$ cat config.mk
export PLATFORM = sky130hd
export DESIGN_NAME = rcp_ctrl
export DESIGN_NICKNAME = d
export VERILOG_FILES = /design/src/rtl/rcp_pkg.sv /design/src/rtl/rcp_ctrl.sv
export SDC_FILE = /design/constraint.sdc
export NUM_CORES = 1
export LEC_CHECK = 0
export ABC_AREA = 1
export ABC_CLOCK_PERIOD_IN_PS = 1230
export BUFFER_PORTS_ARGS = -buffer_cell sky130_fd_sc_hd__buf_2
export CORE_AREA = 2 2 39 41
export DETAILED_ROUTE_END_ITERATION = 12
export DIE_AREA = 0 0 41 43
export GPL_ROUTABILITY_DRIVEN = 0
export SLEW_MARGIN = 40
export SYNTH_ARGS = -nofsm -noshare
export SYNTH_HDL_FRONTEND = slang
export SYNTH_SLANG_ARGS = --single-unit
export TNS_END_PERCENT = 50
$ cat constraint.sdc
create_clock -name clk_i -period 1.23 [get_ports clk_i]
set_input_delay 0.123 -clock clk_i [delete_from_list [all_inputs] [get_ports clk_i]]
set_output_delay 0.123 -clock clk_i [all_outputs]
set_load 0.02 [all_outputs]
$ cat src/rtl/rcp_pkg.sv
// ----------------------------------------------------------------------------
// rcp_pkg
// Shared types and constants for the read coverage pileup unit.
// ----------------------------------------------------------------------------
package rcp_pkg;

  localparam int PosW     = 21;
  localparam int ExtW     = 13;
  localparam int ChromW   = 21;
  localparam int OutCntW  = 16;
  localparam int CfgIdxW  = 1;
  localparam int CfgDataW = 21;

  localparam int MaxPositionsDef = 1048576;
  localparam int CountWidthDef   = 16;

  localparam logic [ExtW-1:0]   ExtendReset = ExtW'(200);
  localparam logic [ChromW-1:0] ChromReset  = ChromW'(1048576);

  localparam logic [CfgIdxW-1:0] CFG_EXTEND_LENGTH = CfgIdxW'(0);
  localparam logic [CfgIdxW-1:0] CFG_CHROM_LENGTH  = CfgIdxW'(1);

  typedef enum logic {
    OP_ADD_READ   = 1'b0,
    OP_READ_CLEAR = 1'b1
  } rcp_op_e;

  typedef enum logic [2:0] {
    ST_CLEAR,
    ST_IDLE,
    ST_ADD,
    ST_RC_WAIT,
    ST_RC_WB
  } rcp_state_e;

  // controller -> datapath
  typedef struct packed {
    logic clr_step;   // zero one entry of the post-reset sweep
    logic load;       // capture the accepted word
    logic rd_add;     // read for increment, advance address
    logic rd_clr;     // read for read_clear
    logic out_bad;    // load an out-of-range result
    logic out_data;   // load read data as result, zero the entry
  } rcp_cmd_t;

  // datapath -> controller
  typedef struct packed {
    logic clr_done;
    logic pos_ok;     // position of the offered word is in range
    logic ext_zero;
    logic last;       // last entry of the current add_read walk
    logic item_ok;    // registered pos_ok of the captured word
    logic out_free;
  } rcp_status_t;

endpackage

$ cat src/rtl/rcp_ctrl.sv
// ----------------------------------------------------------------------------
// rcp_ctrl
// Sequencer: clearing sweep, add_read walk and read_clear access.
// ----------------------------------------------------------------------------
module rcp_ctrl (
  input  logic                 clk_i,
  input  logic                 rst_ni,
  input  logic                 in_valid_i,
  input  logic                 opcode_i,
  input  rcp_pkg::rcp_status_t status_i,
  output rcp_pkg::rcp_cmd_t    cmd_o,
  output logic                 in_stall_o
);
  import rcp_pkg::*;

  rcp_state_e state_q, state_d;

  always_ff @(posedge clk_i or negedge rst_ni) begin
    if (!rst_ni) begin
      state_q <= ST_CLEAR;
    end else begin
      state_q <= state_d;
    end
  end

  always_comb begin
    state_d    = state_q;
    cmd_o      = '0;
    in_stall_o = 1'b1;
    case (state_q)
      ST_CLEAR: begin
        cmd_o.clr_step = 1'b1;
        if (status_i.clr_done) begin
          state_d = ST_IDLE;
        end
      end
      ST_IDLE: begin
        in_stall_o = 1'b0;
        if (in_valid_i) begin
          cmd_o.load = 1'b1;
          if (opcode_i == OP_READ_CLEAR) begin
            state_d = ST_RC_WAIT;
          end else if (status_i.pos_ok && !status_i.ext_zero) begin
            state_d = ST_ADD;
          end
        end
      end
      ST_ADD: begin
        cmd_o.rd_add = 1'b1;
        if (status_i.last) begin
          state_d = ST_IDLE;
        end
      end
      ST_RC_WAIT: begin
        // hold until the output register can take a word
        if (status_i.out_free) begin
          if (status_i.item_ok) begin
            cmd_o.rd_clr = 1'b1;
            state_d      = ST_RC_WB;
          end else begin
            cmd_o.out_bad = 1'b1;
            state_d       = ST_IDLE;
          end
        end
      end
      ST_RC_WB: begin
        cmd_o.out_data = 1'b1;
        state_d        = ST_IDLE;
      end
      default: begin
        state_d = ST_IDLE;
      end
    endcase
  end

endmodule

# Word-level counts from Yosys, hierarchy flattened
# Index checks and enable logic that the tools add are counted.
[op_classes]
muxes = 18
n_eq_ne = 9
reduce_logical = 4
[op_table]
columns = ["operator", "n"]
rows = [
  ["$mux 3", 7],
  ["$pmux 3 s4", 1],
  ["$mux 1", 8],
  ["$ne 2x2->1 const B", 4],
  ["$eq 3x2->1 const B", 2],
  ["$reduce_and 5->1", 1],
  ["$mux 2", 2],
  ["$eq 3x1->1 const B", 1],
  ["$eq 3x3->1 const B", 1],
  ["$logic_not 3->1", 1],
  ["$ne 3x3->1 const B", 1],
  ["$logic_and 1x1->1", 1],
  ["$logic_not 1->1", 1],
]
[word_totals]
input_bits = 10
output_inout_bits = 7
register_bits = 3
word_cells = 32

# Depth between registers and ports, before layout
[depth]
word_depth = 6
mapped_depth = 8
mapped_depth_nobuf = 8

# Worst setup path after synthesis
# No wires, ideal clock.
[synth_path]
path_kind = "reg-to-output"
start = "register state_q[2]"
end = "output cmd_o[1] (netlist bit)"
path_slack_ps = 28
required_time_ps = 1107
arrival_time_ps = 1079
stages_incl_launch_ff = 4
n_path_buf = 0
cell_sequence = "dfrtp_1 inv_2 nand3_2 nor3_1"
[synth_lines]
columns = ["element", "line", "source"]
rows = [
  ["start: declaration", "rcp_ctrl.sv:16", "rcp_state_e state_q, state_d;"],
  ["start signal: assignment", "rcp_ctrl.sv:22", "state_q <= state_d;"],
  ["end: declaration", "rcp_ctrl.sv:11", "output rcp_pkg::rcp_cmd_t cmd_o,"],
]

==> key figures <==
Pwr
  – Internal power: 0.7058 mW
  – Pleak: 0.3125 nW
  – P_sw: 0.5869 mW
  – Clk pwr share: 13.3%
  – PD cells: 2236 nW/µm²
  – Worst vdd ir: 1.069 mV
  – Sw frac: 45.40%
  – Reg power frac: 15.6%
  – Combinational share of power: 71.0%

Finish
  – Antenna Cells: 0
  – Final #Nets: 90
  – Fillers: 153
  – Largest reg by FF count: state_q
  – Max FFs per register: 3
  – Reg area: 78.83 µm²
  – Share of cells above drive strength 1: 64.56%
  – Regs by FF count: state_q: 3 flops
  – Syn-to-layout area delta: 77.01%
  – Area of the multi-input gates: 227.7 µm²

GRT
  – Initial antenna violation count: 0
  – First-pass GRT wire length: 1380 µm
  – Largest net degree at the start of global routing: 7
  – Global route hottest layer: met2
  – M2 GR Usage: 18.75%
  – Total global routing track utilization: 11.47%
  – GRT overflow: 0
  – Vias in the first global route: 385
  – Met1 usage: 11.65%
  – GRT met3 Usage: 3.141%

Yosys
  – Area share of the largest cell type after synthesis: 22.99%
  – Synthesized area: 326.6 µm²
  – Main combinational cell family by area after synthesis: simple AND/OR/NAND/NOR gates
  – Seq cells post-synth: 3
  – Post-synthesis adder-cell area fraction: 0%
  – Share of flip-flops with an asynchronous set or reset: 100.0%
  – Mux cell area share after synthesis: 0%
  – Dominant synthesized flop cell: dfrtp_1
  – Syn nets: 59
  – Ys Warns: 0
  – Mapped Avg Cell Area: 6.665 µm²
  – Top post-synthesis cells by area: dfrtp_1 (23%), nand2_1 (10%), nand3_2 (9.2%)
  – EDFF count, synth: 0
  – Post-Synth Simple-Gate Area: 57.85%
  – Mapped Cells: 49
  – Top cells by count, synth: nand2_1 (9), inv_1 (7), nor2_1 (6)
  – Number of different library cells in the post-synthesis netlist: 16
  – Seq/Total Area, Yosys: 22.99%
  – Post-synthesis xor/xnor area fraction: 0%
  – Most frequent cell after synthesis: nand2_1
  – Compound-Gate Fraction of Synth Area: 1.916%
  – Area leader, netlist: dfrtp_1

Timing
  – Actual slew at the worst max-slew pin: 0.1493 ns
  – Final Hold Viols: 0
  – Max-slew violation count: 0
  – Final WS setup: -0.06390 ns
  – Count of final setup violators: 4
  – Slew headroom: 90.05%
  – Final min period: 1.294 ns
  – Final Cycle Share: 105.2%
  – FMAX: 772.9 MHz
  – RSZ-0062 raised after global routing: yes
  – Clk_skew: 0.0007325 ns
  – Hold slack: 0.1461 ns

Route
  – DRT Wirelength: 855 µm
  – Vias post-DR: 412
  – Vias/cell: 4.337
  – First-pass iteration count of the detailed router: 3
  – DRT antenna net count: 0
  – DRC: 0
  – Initial DRC count: 3
  – Wire per inst: 9.000 µm

Worst setup path
  – CP Capture Type: primary output
  – CP Launch Type: flop
  – CP Max Fanout: 4
  – Critical path class: flop to primary output
  – Crit path required time: 1.11 ns
  – WP data arrival: 1.17 ns

Die
  – Die area: 1763 µm²
  – Initial Util: 23.60%
  – FP Rows: 14
  – Die H: 43 µm
  – Die Wd: 41 µm
  – Io pins: 17
  – Core area: 1384 µm²

Worst hold path
  – HP Class: primary input to flop

Clocking
  – CTS sink count: 3
  – Clock Tree Root: clkbuf_4
  – Inserted Clock Buffers: 3
  – CTS tree: yes
  – CTS clk-pin slew, worst paths: 0.04 ns
  – Htree depth: 1
  – Clk_lat worst skew: 0.23 ns
  – Clk buf depth: 2

Flow run
  – Max-Cap Viols: 0

Place
  – Post-Place Setup Slack: 0.05747 ns
  – DP Wirelength: 607.3 µm
  – IO Port Bufs: 16

Outcome
  – Status: finished, violations left
  – Violated checks: negative setup slack
## kinds of logic after synthesis
logic type / Yosys count
AOI/OAI and AO/OA: 1
buffers and inverters: 11
DFF: 3
and+or+nand+nor: 34
## layer usage
metal | part of all wire (%) | routed length, µm | vias to the layer above
met5 | 0 | 0 | -
met4 | 0 | 0 | 0
met3 | 5.0 | 43 | 0
met2 | 56 | 476 | 14
met1 | 39 | 335 | 187
li1 | - | - | 211
## stage by stage
step | util, % | setup TNS [ns] | power (mW) | std cells | cell area (µm²)
after floorplan | - | 0 | 0.7148 | 49 | 326.6
after global placement | 30.29 | 0 | 0.8266 | 81 | 419.2
after detailed placement | 30.29 | 0 | 0.8371 | 81 | 419.2
after CTS | 38.88 | -0.1543 | 1.192 | 93 | 538.0
after global routing | 41.77 | -0.5764 | 1.403 | 95 | 578.1
final | 41.77 | -0.1861 | 1.293 | 95 | 578.1
## layout make-up
cell class | instances | area share, %
multi-input cells | 35 | 39.39
repair buffers | 28 | 32.68
flip-flops and latches | 3 | 13.64
inverters | 9 | 6.277
clock buffers | 4 | 4.545
well taps | 16 | 3.463
## power by group through the flow
stage | clock network (mW) | logic, mW | registers (mW)
floorplan | 0 | 0.562 | 0.153
global placement | 0 | 0.621 | 0.206
detailed placement | 0 | 0.631 | 0.206
CTS | 0.178 | 0.822 | 0.191
global route | 0.190 | 1.00 | 0.209
finish | 0.172 | 0.918 | 0.202
## path summary, 6_finish.rpt
path,endpoint,cells after the start,slack [ns],start
worst max-delay path,cmd_o[1],4,-0.06,state_q[2]
worst min-delay path,state_q[2],3,0.15,status_i[1]
worst max register to register,state_q[1],8,0.03,state_q[1]
worst min register to register,state_q[2],3,0.61,state_q[2]
max in group asynchronous,state_q[1],2,0.89,rst_ni
min in group asynchronous,state_q[2],2,0.22,rst_ni
## timing repair
| action | 4_1_cts | 5_1_grt |
|---|---|---|
| gates resized for setup | 11 | 7 |
| hold endpoints to repair | 3 | 0 |
| setup buffers | 7 | 2 |
| pin swaps | 2 | 4 |
| hold buffers | 1 | 0 |
| setup endpoints to repair | 5 | 8 |
## layout by cell type (no fill, tap or decap)
cell type,n
nand3b_1,1
nand3_2,2
nor2_2,4
nand3_1,3
nor2_1,5
nand3_4,1
nand2_2,4
buf_4,15
dlygate4sd3_1,1
inv_1,7
clkbuf_4,3
nor3_1,2
clkbuf_1,1
nand2_1,6
inv_4,1
inv_2,1
nor3_2,2
dfrtp_2,3
nand2_4,1
buf_2,11
buf_6,1
nor2_4,2
nand4_1,1
a31oi_1,1
## worst max-delay path, cell delays in order (launching register included)
cell and delay, ns:
dfrtp_2 0.45, inv_4 0.10, nand3_2 0.08, nor3_1 0.12, buf_2 0.19
Power figures use the tool's default switching activity.
